[config.mk]
export PLATFORM = sky130hd
export DESIGN_NAME = gwr_ram
export DESIGN_NICKNAME = d
export VERILOG_FILES = /design/src/gwr_ram.sv
export SDC_FILE = /design/constraint.sdc
export NUM_CORES = 2
export LEC_CHECK = 0
export BUFFER_PORTS_ARGS = -buffer_cell sky130_fd_sc_hd__clkbuf_2
export CAP_MARGIN = 0
export CORE_UTILIZATION = 31
export DETAILED_ROUTE_END_ITERATION = 10
export SYNTH_ARGS = -nofsm -noshare
export SYNTH_HDL_FRONTEND = slang
export SYNTH_SLANG_ARGS = --single-unit
[constraint.sdc]
create_clock -name clk -period 2.88 [get_ports clk]
set_input_delay 0.288 -clock clk [delete_from_list [all_inputs] [get_ports clk]]
set_output_delay 0.288 -clock clk [all_outputs]
set_load 0.05 [all_outputs]
[src/gwr_ram.sv]
// generic single-port ram with registered read
module gwr_ram #(
  parameter int WIDTH = 16,
  parameter int DEPTH = 256
) (
  input  logic                     clk,
  input  logic                     we,
  input  logic [$clog2(DEPTH)-1:0] addr,
  input  logic [WIDTH-1:0]         wdata,
  output logic [WIDTH-1:0]         rdata
);

  logic [WIDTH-1:0] mem [DEPTH];

  always_ff @(posedge clk) begin
    if (we) begin
      mem[addr] <= wdata;
    end
    rdata <= mem[addr];
  end

endmodule

=== Word-level counts from Yosys, hierarchy flattened ===
Memories as Yosys holds them, arrays and structs flattened. A register that Yosys moved wholly into a read port is not among the register bits.
Cells that the tools add are included.
W data, S select, Z words.

* Mux-type cells: 2

{| class="wikitable"
|+ Operators by type and width
! cell !! count
|-
| $mux W1 || 2
|}

* Logic and storage cells: 3
* Output and inout bits: 16
* Flip-flop bits (word level): 0
* Input bits: 26
* Memories kept: 1
* RAM bits: 4096

{| class="wikitable"
|+ Memory list
! memory !! words !! width !! read ports !! clocked after Yosys merged registers in !! wr ports !! line !! source
|-
| mem || 256 || 16 || 1 || 1 || 1 || 13 || <nowiki>logic [WIDTH-1:0] mem [DEPTH];</nowiki>
|}

=== Depth between registers and ports, before layout ===
* Depth after elaboration: 2
* Depth in mapped cells: 10
* Mapped depth without buffers: 5

=== Worst setup path before layout ===
OpenSTA, ideal clock, no wires.

* Kind: input -> register
* Start point: input addr[0]
* End point: memory mem[145][0], enable pin
* Data arrival time: 2577 ps
* Stages on the path: 7
* Data required time: 2471 ps
* Path buffers: 5
* Setup time: 409 ps
* Setup slack: -106 ps
* Cells stage by stage: clkbuf_1 > buf_6 > clkbuf_1 > buf_2 > nand2b_1 > clkbuf_1 > nor3_1

{| class="wikitable"
|+ RTL lines
! what !! line !! source
|-
| start: declaration || 8 || <nowiki>input logic [$clog2(DEPTH)-1:0] addr,</nowiki>
|-
| end: declaration || 13 ||
|}

No word-level cell before the write port.

==> key figures <==
Power
  – P_int: 99.4 mW
  – PwrDens: 673 nW/um^2
  – Combinational share of power: 5.3%
  – Leak: 58.1 nW
  – Net Sw Frac: 21.4%
  – Psw: 27.0 mW
  – Flop pwr share: 52.3%
  – Clock power frac: 42.4%
  – IR drop worst, VDD: 0.543 mV

Final layout
  – Total area of sequential cells: 123000 sq um
  – Final Cell Area: 188000 sq um
  – Fillers: 44400
  – Area growth, synth to finish: 20.9%
  – Nets@finish: 7800
  – Layout cells sized above 1: 34.6%
  – Area occupied by multi-input gates: 30800 sq um

Yosys
  – Mux share of post-synthesis cell area: 14.8%
  – Post-Synthesis Cells: 6727
  – Cell Area, Synth: 155000 sq um
  – Cell taking the most area after synthesis: edfxtp_1
  – Synth top cells by count: 4096 x edfxtp_1, 1024 x mux4_2, 512 x a22oi_1
  – Post-Synth XOR/XNOR Area: 0%
  – Flip-flop and latch count after synthesis: 4112
  – Ys flop type: edfxtp_1
  – Number of synthesized flops with an enable pin: 4096
  – Post-synth top area share: 79.1%
  – Async set-reset flop share out of synthesis: 0%
  – Synth area leaders: edfxtp_1 79%, mux4_2 15%, a22oi_1 2.5%
  – Adder-cell share of the synthesized area: 0%
  – Post-synthesis compound-gate area fraction: 3.66%
  – Syn Nets: 6753
  – Sequential share of the synthesized area: 79.4%
  – Syn_area_per_cell: 23.1 sq um
  – Synth cell types: 22
  – Count leader, synth: edfxtp_1
  – Post-synthesis simple-gate area fraction: 0.907%
  – Largest family of logic cells by synthesized area: multiplexers
  – Syn. warnings: 0

Setup path
  – Data required, critical path: 3.68 ns
  – R2R Setup Slk: -0.008 ns
  – Critical path arrival: 3.69 ns
  – Crit. End Element: flip-flop
  – Max FO, Critical Path: 1
  – WS Path Type: reg -> reg
  – Element type at the critical path start: flip-flop

Timing
  – Setup TNS: -0.00763 ns
  – Worst rel slew slack: 10.1%
  – Slew @ Worst Pin: 1.35 ns
  – Worst Skew: 0.0359 ns
  – Final Cycle Share: 100%
  – RSZ-0062 raised after global routing: false
  – Final Setup Violations: 1
  – Hold violation count in the final report: 0
  – Minimum clock period: 2.89 ns
  – PnR worst setup slack: -0.00763 ns
  – Fmax: 0.346 GHz
  – Slew Limit Fails: 0
  – Hold WS: 0.185 ns

Clock network
  – Clock Sinks: 4112
  – CTS tree: done
  – Clock Tree Buf Depth: 4
  – Clk pin slew, worst setup/hold paths: 0.06 ns
  – Number of CTS-inserted buffers: 411
  – Max H-tree Level: 5
  – Clock root buffer: clkbuf_16
  – Clock latency on the worst-skew pair: 0.97 ns
  – Post-CTS Setup Bufs: 0

Floorplan
  – Initial core utilization: 31.2%
  – DIE HEIGHT: 710 um
  – Full die area: 504000 sq um
  – Die Width: 710 um
  – # IOs: 42
  – Core ar.: 498000 sq um
  – FP Rows: 259

Routing
  – Wirelength, routed: 422000 um
  – Top sig layer: met5
  – Antenna-violating nets left: 0
  – Vias/cell: 5.23
  – Remaining routing DRC violations: 0
  – Drt initial violations: 9071
  – Wire per inst: 28.5 um
  – First-pass iteration count of the detailed router: 6
  – Met2 wire length: 206000 um
  – Vias post-DR: 77300
  – WL met3: 34200 um
  – WL met1: 168000 um

Global route
  – Global route total overflow: 0
  – Largest net degree at the start of global routing: 113
  – Vias in the first global route: 79100
  – First-pass GRT wire length: 599000 um
  – Gr usage total: 16.4%
  – Initial antenna violation count: 35

Outcome
  – Violated checks: setup timing
  – Status: finished with violations

Place
  – Global placement routability congestion: 0.820
  – Detailed placement HPWL: 263000 um
  – Total placed instance area: 174000 sq um
  – Port bufs: 41

Flow run
  – Max Cap Viol: 0

Hold path
  – Worst min-delay path class: in -> reg
-- state kept, by name (all words and copies together), names as in the netlist --
register / count
mem: 4096
rdata: 16
-- layer usage --
metal / GRT usage [%] / vias up
met1: 22.3 / 41900
met5: 0 / -
met3: 2.83 / 623
met4: 4.60 / 16
met2: 27.2 / 3513
li1: - / 31200
-- worst paths after layout --
path | start | to | cells past startpoint
hold / removal | addr[7] | rdata[14] | 5
setup reg to reg | mem[8][6] | rdata[6] | 7
hold reg to reg | mem[208][5] | rdata[5] | 6
setup / recovery | mem[8][6] | rdata[6] | 7
-- critical path: stages (launching register included) --
cell and delay, ns:
edfxtp_1 0.38, mux4_2 0.45, a22oi_1 0.41, buf_4 0.21, a21oi_1 0.07, o41ai_2 0.72, buf_4 0.31, nand4_1 0.13
-- layout make-up --
class                      count  share of cell area (%)
clock inverter               257                    1.45
inverter                       1                 0.00200
timing repair buffer        1054                    6.38
sequential                  4112                    65.6
multi-input combinational   2194                    16.4
antenna                        7                 0.00932
clock buffer                 503                    5.73
tap                         6655                    4.43
-- kinds of logic (layout without fill, tap and decap cells) --
family,count (synthesis),count (layout)
AO/OA/AOI/OAI,832,832
buffers and inverters,421,1815
flip-flops,4112,4112
multiplexers,1024,1024
other,0,7
AND/OR/NAND/NOR,338,338
-- repair_timing --
action                                   CTS  global route
endpoints found under the setup margin     4             1
resized for setup                          5             1
hold endpoints to repair                1072             0
hold buffers                              16             0
-- through the flow --
| stage | setup slack, ns | cells | total power [mW] | utilization [%] |
|---|---|---|---|---|
| floorplan | -0.106 | 6727 | 70.2 | - |
| global placement | -1.42 | 14000 | 74.0 | 34.9 |
| detailed placement | -1.15 | 14000 | 74.1 | 35.0 |
| CTS | 0.0181 | 14800 | 127 | 37.7 |
| global route | 0.0143 | 14800 | 130 | 37.7 |
| finish | -0.00763 | 14800 | 126 | 37.7 |
-- layout by cell type, fill, tap and decap left out, drive strengths merged --
cell type,count
nand2,28
clkinv,171
bufinv,47
nand4,16
a22oi,512
nand3,13
or2,2
nor2,232
and2,3
o41ai,64
dlygate4sd3,16
dfxtp,16
buf,1015
inv,18
nor2b,7
diode,7
nand2b,6
clkinvlp,22
a21oi,256
clkbuf,526
nor3,30
edfxtp,4096
or3,1
mux4,1024
-- power by group through the flow --
stage | combinational, mW | sequential [mW] | clock (mW)
after floorplan | 2.84 | 67.4 | 0
after global placement | 6.57 | 67.4 | 0
after detailed placement | 6.68 | 67.4 | 0
after CTS | 6.73 | 66.1 | 54.4
after global routing | 6.98 | 66.1 | 56.6
final | 6.66 | 66.1 | 53.6
(Power assumes the default switching activity.)
