--- config.mk ---
export PLATFORM = sky130hd
export DESIGN_NAME = gwr_seq_flat
export DESIGN_NICKNAME = d
export VERILOG_FILES = /design/src/gwr_pkg.sv /design/src/gwr_if.sv /design/src/gwr_seq.sv /design/src/flat_wrapper.sv
export SDC_FILE = /design/constraint.sdc
export NUM_CORES = 1
export LEC_CHECK = 0
export ABC_CLOCK_PERIOD_IN_PS = 6520
export BUFFER_PORTS_ARGS = -buffer_cell sky130_fd_sc_hd__clkbuf_2
export CAP_MARGIN = 20
export CORE_ASPECT_RATIO = 1.4
export CORE_MARGIN = 2
export CORE_UTILIZATION = 35
export CTS_BUF_LIST = sky130_fd_sc_hd__clkbuf_16
export CTS_CLUSTER_SIZE = 40
export DETAILED_ROUTE_END_ITERATION = 6
export SYNTH_ARGS = -nofsm -noshare
export SYNTH_HDL_FRONTEND = slang
export SYNTH_SLANG_ARGS = --single-unit
--- constraint.sdc ---
create_clock -name clk -period 6.52 [get_ports clk]
set_input_delay 0.652 -clock clk [delete_from_list [all_inputs] [get_ports clk]]
set_output_delay 0.652 -clock clk [all_outputs]
set_load 0.05 [all_outputs]
--- src/gwr_pkg.sv ---
// shared constants, codes and types for the grid window rotate block
package gwr_pkg;

  localparam int MAX_ROWS   = 16;
  localparam int MAX_COLS   = 16;
  localparam int MAX_WINDOW = 8;

  localparam int CELL_W     = 16;
  localparam int POS_W      = 4;
  localparam int REQ_W      = 2;
  localparam int CFG_IDX_W  = 2;
  localparam int CFG_DATA_W = 5;

  localparam logic [REQ_W-1:0] REQ_WRITE  = 2'd0;
  localparam logic [REQ_W-1:0] REQ_READ   = 2'd1;
  localparam logic [REQ_W-1:0] REQ_ROTATE = 2'd2;

  localparam logic [CFG_IDX_W-1:0] REG_BOARD_ROWS  = 2'd0;
  localparam logic [CFG_IDX_W-1:0] REG_BOARD_COLS  = 2'd1;
  localparam logic [CFG_IDX_W-1:0] REG_WINDOW_SIZE = 2'd2;

  localparam logic [4:0] BOARD_ROWS_RST  = 5'd6;
  localparam logic [4:0] BOARD_COLS_RST  = 5'd8;
  localparam logic [3:0] WINDOW_SIZE_RST = 4'd3;

  typedef struct packed {
    logic [4:0] board_rows;
    logic [4:0] board_cols;
    logic [3:0] window_size;
  } cfg_t;

endpackage

--- src/gwr_if.sv ---
// request and response channel interfaces
interface gwr_req_if;
  logic                       valid;
  logic                       ready;
  logic [gwr_pkg::REQ_W-1:0]  req_type;
  logic [gwr_pkg::POS_W-1:0]  row;
  logic [gwr_pkg::POS_W-1:0]  col;
  logic [gwr_pkg::CELL_W-1:0] cell_value;
  logic                       direction;

  modport source (output valid, req_type, row, col, cell_value, direction, input ready);
  modport sink (input valid, req_type, row, col, cell_value, direction, output ready);
endinterface

interface gwr_rsp_if;
  logic                       valid;
  logic                       ready;
  logic [gwr_pkg::CELL_W-1:0] read_value;
  logic                       status;

  modport source (output valid, read_value, status, input ready);
  modport sink (input valid, read_value, status, output ready);
endinterface

--- src/gwr_seq.sv ---
// request sequencer: bounds checks, rotate copy and write-back, response register
module gwr_seq #(
  parameter int MAX_ROWS   = gwr_pkg::MAX_ROWS,
  parameter int MAX_COLS   = gwr_pkg::MAX_COLS,
  parameter int MAX_WINDOW = gwr_pkg::MAX_WINDOW
) (
  input  logic                                       clk,
  input  logic                                       rst,
  input  gwr_pkg::cfg_t                              cfg,
  gwr_req_if.sink                                    req,
  gwr_rsp_if.source                                  rsp,
  output logic                                       grid_we,
  output logic [$clog2(MAX_ROWS*MAX_COLS)-1:0]       grid_addr,
  output logic [gwr_pkg::CELL_W-1:0]                 grid_wdata,
  input  logic [gwr_pkg::CELL_W-1:0]                 grid_rdata,
  output logic                                       buf_we,
  output logic [$clog2(MAX_WINDOW*MAX_WINDOW)-1:0]   buf_addr,
  output logic [gwr_pkg::CELL_W-1:0]                 buf_wdata,
  input  logic [gwr_pkg::CELL_W-1:0]                 buf_rdata
);

  localparam int RW  = $clog2(MAX_ROWS);
  localparam int CW  = $clog2(MAX_COLS);
  localparam int IW  = $clog2(MAX_WINDOW);
  localparam int GAW = $clog2(MAX_ROWS*MAX_COLS);
  localparam int BAW = $clog2(MAX_WINDOW*MAX_WINDOW);
  localparam int LW  = $clog2(MAX_ROWS + MAX_COLS + 64);

  typedef enum logic [2:0] {
    ST_IDLE, ST_READ, ST_COPY, ST_COPY_END, ST_PUT, ST_PUT_END, ST_FINISH
  } state_t;

  state_t                      state;
  logic [RW-1:0]               top;
  logic [CW-1:0]               left;
  logic                        cw;
  logic [IW-1:0]               dm1;
  logic [IW-1:0]               wi;
  logic [IW-1:0]               wj;
  logic                        cp_pend;
  logic [BAW-1:0]              cp_baddr;
  logic                        pt_pend;
  logic [GAW-1:0]              pt_gaddr;
  logic [gwr_pkg::CELL_W-1:0]  res_value;
  logic                        res_status;

  logic [LW-1:0] rows_use;
  logic [LW-1:0] cols_use;
  logic          in_board;
  logic          d_ok;
  logic          fits;
  logic          accept;
  logic          last;
  logic [IW-1:0] src_r;
  logic [IW-1:0] src_c;

  function automatic logic [GAW-1:0] grid_addr_of(input logic [RW-1:0] r,
                                                  input logic [CW-1:0] c);
    return GAW'(r * MAX_COLS + c);
  endfunction

  function automatic logic [BAW-1:0] buf_addr_of(input logic [IW-1:0] r,
                                                 input logic [IW-1:0] c);
    return BAW'(r * MAX_WINDOW + c);
  endfunction

  assign rows_use = (LW'(cfg.board_rows) > LW'(MAX_ROWS)) ? LW'(MAX_ROWS)
                                                          : LW'(cfg.board_rows);
  assign cols_use = (LW'(cfg.board_cols) > LW'(MAX_COLS)) ? LW'(MAX_COLS)
                                                          : LW'(cfg.board_cols);
  assign in_board = (LW'(req.row) < rows_use) && (LW'(req.col) < cols_use);
  assign d_ok   = (cfg.window_size != '0) && (LW'(cfg.window_size) <= LW'(MAX_WINDOW));
  assign fits   = (LW'(req.row) + LW'(cfg.window_size) <= rows_use) &&
                  (LW'(req.col) + LW'(cfg.window_size) <= cols_use);

  assign req.ready = (state == ST_IDLE);
  assign accept    = req.valid && req.ready;
  assign last      = (wi == dm1) && (wj == dm1);

  // source cell inside the window buffer for the destination (wi, wj)
  assign src_r = cw ? dm1 - wj : wj;
  assign src_c = cw ? wi : dm1 - wi;

  always_comb begin
    grid_we    = 1'b0;
    grid_addr  = grid_addr_of(RW'(req.row), CW'(req.col));
    grid_wdata = req.cell_value;
    if (pt_pend) begin
      grid_we    = 1'b1;
      grid_addr  = pt_gaddr;
      grid_wdata = buf_rdata;
    end else if (state == ST_COPY) begin
      grid_addr = grid_addr_of(top + RW'(wi), left + CW'(wj));
    end else begin
      grid_we = accept && (req.req_type == gwr_pkg::REQ_WRITE) && in_board;
    end
  end

  always_comb begin
    buf_we    = cp_pend;
    buf_wdata = grid_rdata;
    buf_addr  = cp_pend ? cp_baddr : buf_addr_of(src_r, src_c);
  end

  always_ff @(posedge clk) begin
    if (rst) begin
      state     <= ST_IDLE;
      rsp.valid <= 1'b0;
      cp_pend   <= 1'b0;
      pt_pend   <= 1'b0;
    end else begin
      cp_pend <= (state == ST_COPY);
      pt_pend <= (state == ST_PUT);
      if (rsp.valid && rsp.ready && (state != ST_FINISH)) begin
        rsp.valid <= 1'b0;
      end
      case (state)
        ST_IDLE: begin
          if (req.valid) begin
            res_value  <= '0;
            res_status <= 1'b1;
            state      <= ST_FINISH;
            case (req.req_type)
              gwr_pkg::REQ_WRITE: begin
                res_status <= !in_board;
              end
              gwr_pkg::REQ_READ: begin
                if (in_board) begin
                  state <= ST_READ;
                end
              end
              gwr_pkg::REQ_ROTATE: begin
                if (d_ok && fits) begin
                  top   <= RW'(req.row);
                  left  <= CW'(req.col);
                  cw    <= req.direction;
                  dm1   <= IW'(cfg.window_size - 4'd1);
                  wi    <= '0;
                  wj    <= '0;
                  state <= ST_COPY;
                end
              end
              default: begin
              end
            endcase
          end
        end
        ST_READ: begin
          res_value  <= grid_rdata;
          res_status <= 1'b0;
          state      <= ST_FINISH;
        end
        ST_COPY: begin
          cp_baddr <= buf_addr_of(wi, wj);
          if (wj == dm1) begin
            wj <= '0;
            wi <= wi + IW'(1);
          end else begin
            wj <= wj + IW'(1);
          end
          if (last) begin
            state <= ST_COPY_END;
          end
        end
        ST_COPY_END: begin
          wi    <= '0;
          wj    <= '0;
          state <= ST_PUT;
        end
        ST_PUT: begin
          pt_gaddr <= grid_addr_of(top + RW'(wi), left + CW'(wj));
          if (wj == dm1) begin
            wj <= '0;
            wi <= wi + IW'(1);
          end else begin
            wj <= wj + IW'(1);
          end
          if (last) begin
            state <= ST_PUT_END;
          end
        end
        ST_PUT_END: begin
          res_value  <= '0;
          res_status <= 1'b0;
          state      <= ST_FINISH;
        end
        ST_FINISH: begin
          if (!rsp.valid || rsp.ready) begin
            rsp.valid      <= 1'b1;
            rsp.read_value <= res_value;
            rsp.status     <= res_status;
            state          <= ST_IDLE;
          end
        end
        default: begin
          state <= ST_IDLE;
        end
      endcase
    end
  end

  a_no_pend_overlap: assert property (@(posedge clk) disable iff (rst)
    !(cp_pend && pt_pend))
    else $error("buffer fill and grid write-back pending together");

  a_busy_after_transfer: assert property (@(posedge clk) disable iff (rst)
    accept |=> !req.ready)
    else $error("request taken while previous one still in progress");

  a_idle_no_pend: assert property (@(posedge clk) disable iff (rst)
    req.ready |-> (!cp_pend && !pt_pend))
    else $error("ready while a memory write is outstanding");

  a_rsp_from_finish: assert property (@(posedge clk) disable iff (rst)
    $rose(rsp.valid) |-> $past(state == ST_FINISH))
    else $error("response raised outside finish state");

endmodule

--- src/flat_wrapper.sv ---
// flat-port wrapper written by rule: the top's interface ports become plain ports
module gwr_seq_flat 
#(
  parameter int MAX_ROWS   = gwr_pkg::MAX_ROWS,
  parameter int MAX_COLS   = gwr_pkg::MAX_COLS,
  parameter int MAX_WINDOW = gwr_pkg::MAX_WINDOW
)
  (clk, rst, cfg, grid_we, grid_addr, grid_wdata, grid_rdata, buf_we, buf_addr, buf_wdata, buf_rdata, req_valid, req_req_type, req_row, req_col, req_cell_value, req_direction, req_ready, rsp_valid, rsp_read_value, rsp_status, rsp_ready);
  gwr_req_if req_i ();
  gwr_rsp_if rsp_i ();
  input  logic clk;
  input  logic rst;
  input  gwr_pkg::cfg_t cfg;
  output logic grid_we;
  output logic [$clog2(MAX_ROWS*MAX_COLS)-1:0] grid_addr;
  output logic [gwr_pkg::CELL_W-1:0] grid_wdata;
  input  logic [gwr_pkg::CELL_W-1:0] grid_rdata;
  output logic buf_we;
  output logic [$clog2(MAX_WINDOW*MAX_WINDOW)-1:0] buf_addr;
  output logic [gwr_pkg::CELL_W-1:0] buf_wdata;
  input  logic [gwr_pkg::CELL_W-1:0] buf_rdata;
  input wire logic [$bits(req_i.valid)-1:0] req_valid;
  input wire logic [$bits(req_i.req_type)-1:0] req_req_type;
  input wire logic [$bits(req_i.row)-1:0] req_row;
  input wire logic [$bits(req_i.col)-1:0] req_col;
  input wire logic [$bits(req_i.cell_value)-1:0] req_cell_value;
  input wire logic [$bits(req_i.direction)-1:0] req_direction;
  output wire logic [$bits(req_i.ready)-1:0] req_ready;
  output wire logic [$bits(rsp_i.valid)-1:0] rsp_valid;
  output wire logic [$bits(rsp_i.read_value)-1:0] rsp_read_value;
  output wire logic [$bits(rsp_i.status)-1:0] rsp_status;
  input wire logic [$bits(rsp_i.ready)-1:0] rsp_ready;
  assign req_i.valid = req_valid;
  assign req_i.req_type = req_req_type;
  assign req_i.row = req_row;
  assign req_i.col = req_col;
  assign req_i.cell_value = req_cell_value;
  assign req_i.direction = req_direction;
  assign req_ready = req_i.ready;
  assign rsp_valid = rsp_i.valid;
  assign rsp_read_value = rsp_i.read_value;
  assign rsp_status = rsp_i.status;
  assign rsp_i.ready = rsp_ready;
  gwr_seq #(.MAX_ROWS(MAX_ROWS), .MAX_COLS(MAX_COLS), .MAX_WINDOW(MAX_WINDOW)) u_core (.clk(clk), .rst(rst), .cfg(cfg), .req(req_i), .rsp(rsp_i), .grid_we(grid_we), .grid_addr(grid_addr), .grid_wdata(grid_wdata), .grid_rdata(grid_rdata), .buf_we(buf_we), .buf_addr(buf_addr), .buf_wdata(buf_wdata), .buf_rdata(buf_rdata));
endmodule
* Yosys cells after proc, flatten, opt, wreduce, memory -nomap -nowiden
Cells that the tools add are included.
** Cells by class
- Bitwise operators :: 1
- Muxes and demuxes :: 33
- Magnitude comparators :: 7
- $add $sub $neg :: 13
- Reduce and logical (&&, ||, !) cells :: 30
- Eq/ne operators :: 18
** Operators by type and width (count)
- case mux 16 bit (3 select lines) :: 1
- two-way mux 3 bit :: 13
- two-way mux 16 bit :: 2
- case mux 3 bit (3 select lines) :: 2
- case mux 3 bit (6 select lines) :: 1
- adder 8 x 4 -> 8 bit :: 2
- two-way mux 8 bit :: 2
- <= comparator 7 bit :: 2
- less-than comparator 4 x 7 -> 1 bit :: 2
- adder 6 x 3 -> 6 bit :: 2
- adder 4 x 4 -> 5 bit :: 2
- greater-than comparator 5 bit (second input constant) :: 2
- logical AND 1 bit :: 10
- two-way mux 5 bit :: 2
- AND reduction 5 bit :: 2
- equality test 3 bit (second input constant) :: 3
- AND reduction 3 bit :: 3
- adder 4 x 3 -> 4 bit :: 2
- != test 2 x 1 -> 1 bit (second input constant) :: 4
- two-way mux 1 bit :: 7
- adder 3 x 1 -> 3 bit (second input constant) :: 2
- equality test 3 x 2 -> 1 bit (second input constant) :: 2
- equality test 3 bit :: 2
- two-way mux 6 bit :: 1
- other kinds (22) :: 29
** Storage, ports and cells
- Output and inout bits :: 67
- Logic and storage cells :: 118
- Bits of input ports :: 77
- Flip-flop bits (word level) :: 72

* Longest topological paths before layout
- Depth in word-level cells :: 9
- Gate-level depth with buffers :: 11

* Worst setup path after synthesis
Ideal clock, no wire load.
- Kind :: input to register
- Start :: input req_row[0]
- End :: register u_core.cw (enable)
- Path buffers :: 0
- Required time :: 6140 ps
- Slack :: 3308 ps
- Arrival time :: 2832 ps
- Cell stages on the path :: 10
- Library setup time :: 380 ps
- Path through :: ha_1 -> inv_1 -> fa_1 -> inv_1 -> ha_1 -> nor2b_1 -> nor3_1 -> o21ai_1 -> a211o_1 -> nor2_1
** Between the ends
- Longest elaborated chain between the ends :: 5
** Ends and longest elaborated chain
- from (decl) :: RTL line flat_wrapper.sv:24 : input wire logic [$bits(req_i.row)-1:0] req_row;
- adder 4 x 4 -> 5 bit :: RTL line gwr_seq.sv:73 : assign fits = (LW'(req.row) + LW'(cfg.window_size) <= rows_use) &&
- <= comparator 7 bit :: RTL line gwr_seq.sv:73
- logical AND 1 bit :: RTL line gwr_seq.sv:73
- logical AND 1 bit :: RTL line gwr_seq.sv:133 : if (d_ok && fits) begin
- AND reduction 5 bit (no line)
- to (signal assigned) :: RTL line gwr_seq.sv:136 : cw <= req.direction;
- to (decl) :: RTL line gwr_seq.sv:36 : logic cw;
Every way passes these cells.
A chain may end at the register's enable or synchronous reset.

* Worst setup path in the final report
- Start :: input cfg[0] in the netlist's numbering
- End :: register u_core.left[1] (enable)
** Between the ends
- Longest elaborated chain between the ends :: 5
- Elaborated cells between the ends (all ways) :: 10
- Those cells by class :: add/sub (2); order compare (3); reduce/logical (5)
** Ends and longest elaborated chain
- from (decl) :: RTL line flat_wrapper.sv:13 : input gwr_pkg::cfg_t cfg;
- adder 4 x 4 -> 5 bit, on equally long branches :: RTL line gwr_seq.sv:73, gwr_seq.sv:74
- <= comparator 7 bit, on equally long branches :: RTL line gwr_seq.sv:73, gwr_seq.sv:74
- logical AND 1 bit :: RTL line gwr_seq.sv:73
- logical AND 1 bit (*) :: RTL line gwr_seq.sv:133
- AND reduction 5 bit (no line) (*)
- to (signal assigned) :: RTL line gwr_seq.sv:135 : left <= CW'(req.col);
- to (decl) :: RTL line gwr_seq.sv:35 : logic [CW-1:0] left;
Mark *: on every way between the ends. The rest lies on a longest branch, timed or not.

==> results <==
- The signal arrival time at the worst endpoint is around 3300 ps.
- The flow ran to the end, and the final reports show no timing, DRC or antenna violations.
- The total placed cells including tap cells is around 650.
- The sum of overflow across all layers after global routing is 0.
- Of all flip-flops after synthesis, the portion carrying an async set or reset was 0%.
- No sink is reached through more buffers than the 2 on the longest clock path.
- The insertion delay to the later sink of the worst-skew pair is 330 ps.
- The total negative setup slack is 0 ps.
- Counting distinct cell types in the post-synthesis netlist gives 49.
- After floorplanning, the core was divided into between 40 and 50 placement rows.
- The cell leakage power is between 2 and 2.5 nW.
- The wire length of the first global-routing pass is ~16000 um.
- 144 I/O pins were placed.
- The number of antenna violations at the first check in global routing is 0.
- In this run the standard cell core region covers between 10000 and 15000 sq um.
- The synthesized netlist net count is about 510.
- The detailed router placed roughly 3200 vias in this run.
- The initial utilization of the core area, before any placement, comes to 35.6%.
- The clock root buffer master is sky130_fd_sc_hd__clkbuf_16.
- The worst hold-check slack is roughly 420 ps.
- During synthesis, Yosys emitted a total of 0 warnings.
- STA puts the critical path data required time at between 6000 and 7000 ps.
- The critical path is of the primary input to flip-flop type.
- In the global route stage, overall resource usage came out at ~15%.
- The largest total area in the synthesized netlist belongs to sky130_fd_sc_hd__edfxtp_1.
- The number of enable flip-flop cells after synthesis is 66.
- The number of global-route vias before repair came to 3289.
- TritonCTS created 9 clock buffers.
- After detailed placement, the total cell area comes to a little over 5000 sq um.
- The number of maximum-capacitance violations is 0.
- The final wirelength is approximately 9900 um.
- Setup repair after global routing left no endpoint under its margin.
- The post-synthesis instance area is approximately 4400 sq um.
- A synthesized cell averages 11.5 sq um.
- Power spread over the standard cell area amounts to about 260 nW/um^2.
- Post-CTS repair changed the size of 0 cells.
- The residual antenna-violating net count after detailed routing is 0.
- The count of final hold-check violations came to 0.
- The signal on the critical path passes through clkbuf_2 > ha_1 > inv_1 > fa_1 > inv_1 > ha_1 > nor2b_1 > nor3_1 > o21ai_1 > a211o_1 > nor2_1.
- Headroom to the max-slew limit came out at between 30% and 40%.
- The endpoint type of the worst setup path is a flip-flop.
- The smallest clock period supported by the final layout is computed as 3360 ps.
- The half-perimeter wire length of the detailed placement result is around 8000 um.
- For the pin with the worst max-slew slack, the measured transition is 963 ps.
- The violation count after the first detailed-route iteration is roughly 110.
- The number of setup buffers added after CTS is 0.
- Clock-pin slew was measured on the worst setup and hold paths at around 60 ps.
- The filler cell count is about 1200.
- The overall power consumption is about 1.4 mW.
- In this run, post-CTS hold repair placed 0 buffers.
- Using the TritonRoute via totals, the vias-per-cell ratio works out to between 4 and 5.
- By area the synthesized netlist is led by sky130_fd_sc_hd__edfxtp_1 45%, sky130_fd_sc_hd__ha_1 11%, sky130_fd_sc_hd__mux2_2 4.9%.
- The number of detailed-route iterations in the first pass is 5.
- In the final layout, the share of cells above drive strength 1 is between 30 and 40%.
- OpenSTA, run right after detailed placement, puts the worst setup slack at about 2800 ps.
- The clock net in this run drives a total of 72 sinks.
- The worst path meets setup with 3160 ps of slack.
- In the synthesized netlist, the number of instances is ~380.
- The net count of the finished layout is about 640.
- The master of the slowest instance on the critical path is sky130_fd_sc_hd__nor2_1.
- Cells fill roughly 44% of the core in the end.
- Routability-driven placement finished with a final weighted congestion of roughly 0.88.
- The width of the chip is 98.6 um.
- The count of H-tree levels built during CTS is 3.
- The number of remaining DRC errors is 0.
- The worst setup path is launched from a primary input.
- The count of buffers added on input and output ports is between 100 and 150.
- Once layout is done, the placed cells without fillers occupy 5430 sq um.
- VDD sags by at most approximately 0.14 mV.
- The delay of the slowest cell on the worst path is about 760 ps.
- The final number of max-transition violations came to 0.
- Relative to the synthesized area, the layout overhead comes to 23.9%.
- The highest fanout seen on the critical path is 12.
- The TritonCTS clock tree is built.
- Sequential elements use between 40% and 50% of the synthesized area.
- The synthesized design devotes to its leading area cell type a little under half of total area.
- The number of diodes is 0.
- Entering global routing, the biggest net connects 34 pins.
- The leading register cell type out of synthesis is sky130_fd_sc_hd__edfxtp_1.
- The highest attainable clock frequency is roughly 0.3 GHz.
- The clock arrives with 6.37 ps of skew.
- The count of placed standard cells in the final layout, fillers left out is ~670.
- The class of the worst hold path is flip-flop to flip-flop.
- The number of storage elements in the synthesis netlist is about 70.
- The die is 136 um tall.
- The portion of the clock cycle consumed by the worst path in the final layout is between 50% and 60%.
- Dividing the detail-routed wire length by the instance count gives ~15 um.
- The die covers 13500 sq um.
- Setup violations remaining at the end of the flow were counted as 0.
cell usage in the layout (no fill, tap or decap), types with 2 or more instances in the layout:
cell type and instances:
sky130_fd_sc_hd__xnor2_1 15, sky130_fd_sc_hd__buf_4 4, sky130_fd_sc_hd__a21oi_1 15, sky130_fd_sc_hd__nand3b_1 2
sky130_fd_sc_hd__o21ai_0 8, sky130_fd_sc_hd__o211ai_1 2, sky130_fd_sc_hd__and2_1 17, sky130_fd_sc_hd__nand2b_1 7
sky130_fd_sc_hd__mux2_2 19, sky130_fd_sc_hd__inv_1 26, sky130_fd_sc_hd__nor3_2 2, sky130_fd_sc_hd__xor2_1 3
sky130_fd_sc_hd__nor2b_1 8, sky130_fd_sc_hd__clkinv_2 2, sky130_fd_sc_hd__nand3_1 5, sky130_fd_sc_hd__nor3_1 2
sky130_fd_sc_hd__nand4_1 2, sky130_fd_sc_hd__edfxtp_1 66, sky130_fd_sc_hd__a211o_1 2, sky130_fd_sc_hd__nor4_1 3
sky130_fd_sc_hd__nand2_1 26, sky130_fd_sc_hd__o22ai_1 2, sky130_fd_sc_hd__fa_1 6, sky130_fd_sc_hd__nor2_1 19
sky130_fd_sc_hd__clkbuf_2 143, sky130_fd_sc_hd__inv_2 3, sky130_fd_sc_hd__ha_1 40, sky130_fd_sc_hd__mux2i_1 7
sky130_fd_sc_hd__a21o_1 9, sky130_fd_sc_hd__clkbuf_16 9, sky130_fd_sc_hd__dfxtp_1 6, sky130_fd_sc_hd__a211oi_1 4
sky130_fd_sc_hd__o21ai_1 13
cell families after synthesis:
family                   Yosys count  synth area share (%)
multiplexers                      26                  6.48
buffers and inverters             57                  6.62
adder cells (fa/ha/maj)           46                  14.2
AND/OR/NAND/NOR                  100                  12.0
AO/OA/AOI/OAI                     64                  9.27
flip-flops                        72                  47.9
XOR/XNOR                          18                  3.60
where the power goes:
part	switching, mW	internal, mW	leakage, nW	total, mW
registers	0.0185	0.532	0.641	0.550
clock network	0.184	0.292	0.144	0.476
logic	0.244	0.119	1.63	0.363
total	0.447	0.943	2.42	1.39
layout make-up:
class	count	area, sq um	share of cell area [%]
inverters	28	105	1.93
repair buffers	147	746	13.7
multi-input cells	254	2000	36.9
well taps	150	188	3.45
clock buffers	9	225	4.15
flip-flops and latches	72	2100	38.7
clock inverters	7	63.8	1.17
final timing paths:
check                  startpoint                   endpoint  slack (ps)  cells after the start
max                        cfg[0]             u_core.left[1]        3160                     11
min reg2reg  u_core.res_value[10]  u_core.rsp.read_value[10]         420                      0
max reg2reg       u_core.state[1]         u_core.cp_baddr[0]        4350                      2
min          u_core.res_value[10]  u_core.rsp.read_value[10]         420                      0
metal layers:
layer / vias up / share of wire (%) / global-route usage, %
li1: 1604 / - / -
met1: 1495 / 40 / 17.1
met2: 94 / 54 / 29.4
met3: 13 / 4.2 / 3.29
met4: 0 / 1.7 / 4.72
met5: - / 0 / 0
flip-flops by register name (all words and copies together) (netlist names), 3 cells and up:
signal / count
u_core.res_value: 16
u_core.rsp.read_value: 16
u_core.pt_gaddr: 8
u_core.cp_baddr: 6
u_core.left: 4
u_core.top: 4
u_core.dm1: 3
u_core.state: 3
u_core.wi: 3
u_core.wj: 3
cells in the mapped netlist, types with 9 or more instances:
cell                       number
sky130_fd_sc_hd__edfxtp_1      66
sky130_fd_sc_hd__ha_1          40
sky130_fd_sc_hd__nor2_1        19
sky130_fd_sc_hd__a21o_1         9
sky130_fd_sc_hd__inv_1         25
sky130_fd_sc_hd__o21ai_1       13
sky130_fd_sc_hd__a21oi_1       15
sky130_fd_sc_hd__nand2_1       26
sky130_fd_sc_hd__mux2_2        19
sky130_fd_sc_hd__xnor2_1       15
sky130_fd_sc_hd__buf_4         16
sky130_fd_sc_hd__and2_1        17
critical path: cells and delay by family:
kind	cells	cell delay [ps]
AND/OR/NAND/NOR	3	1020
AO/OA/AOI/OAI	2	500
buffers and inverters	3	210
adder cells (fa/ha/maj)	3	910
(Power assumes the default switching activity.)
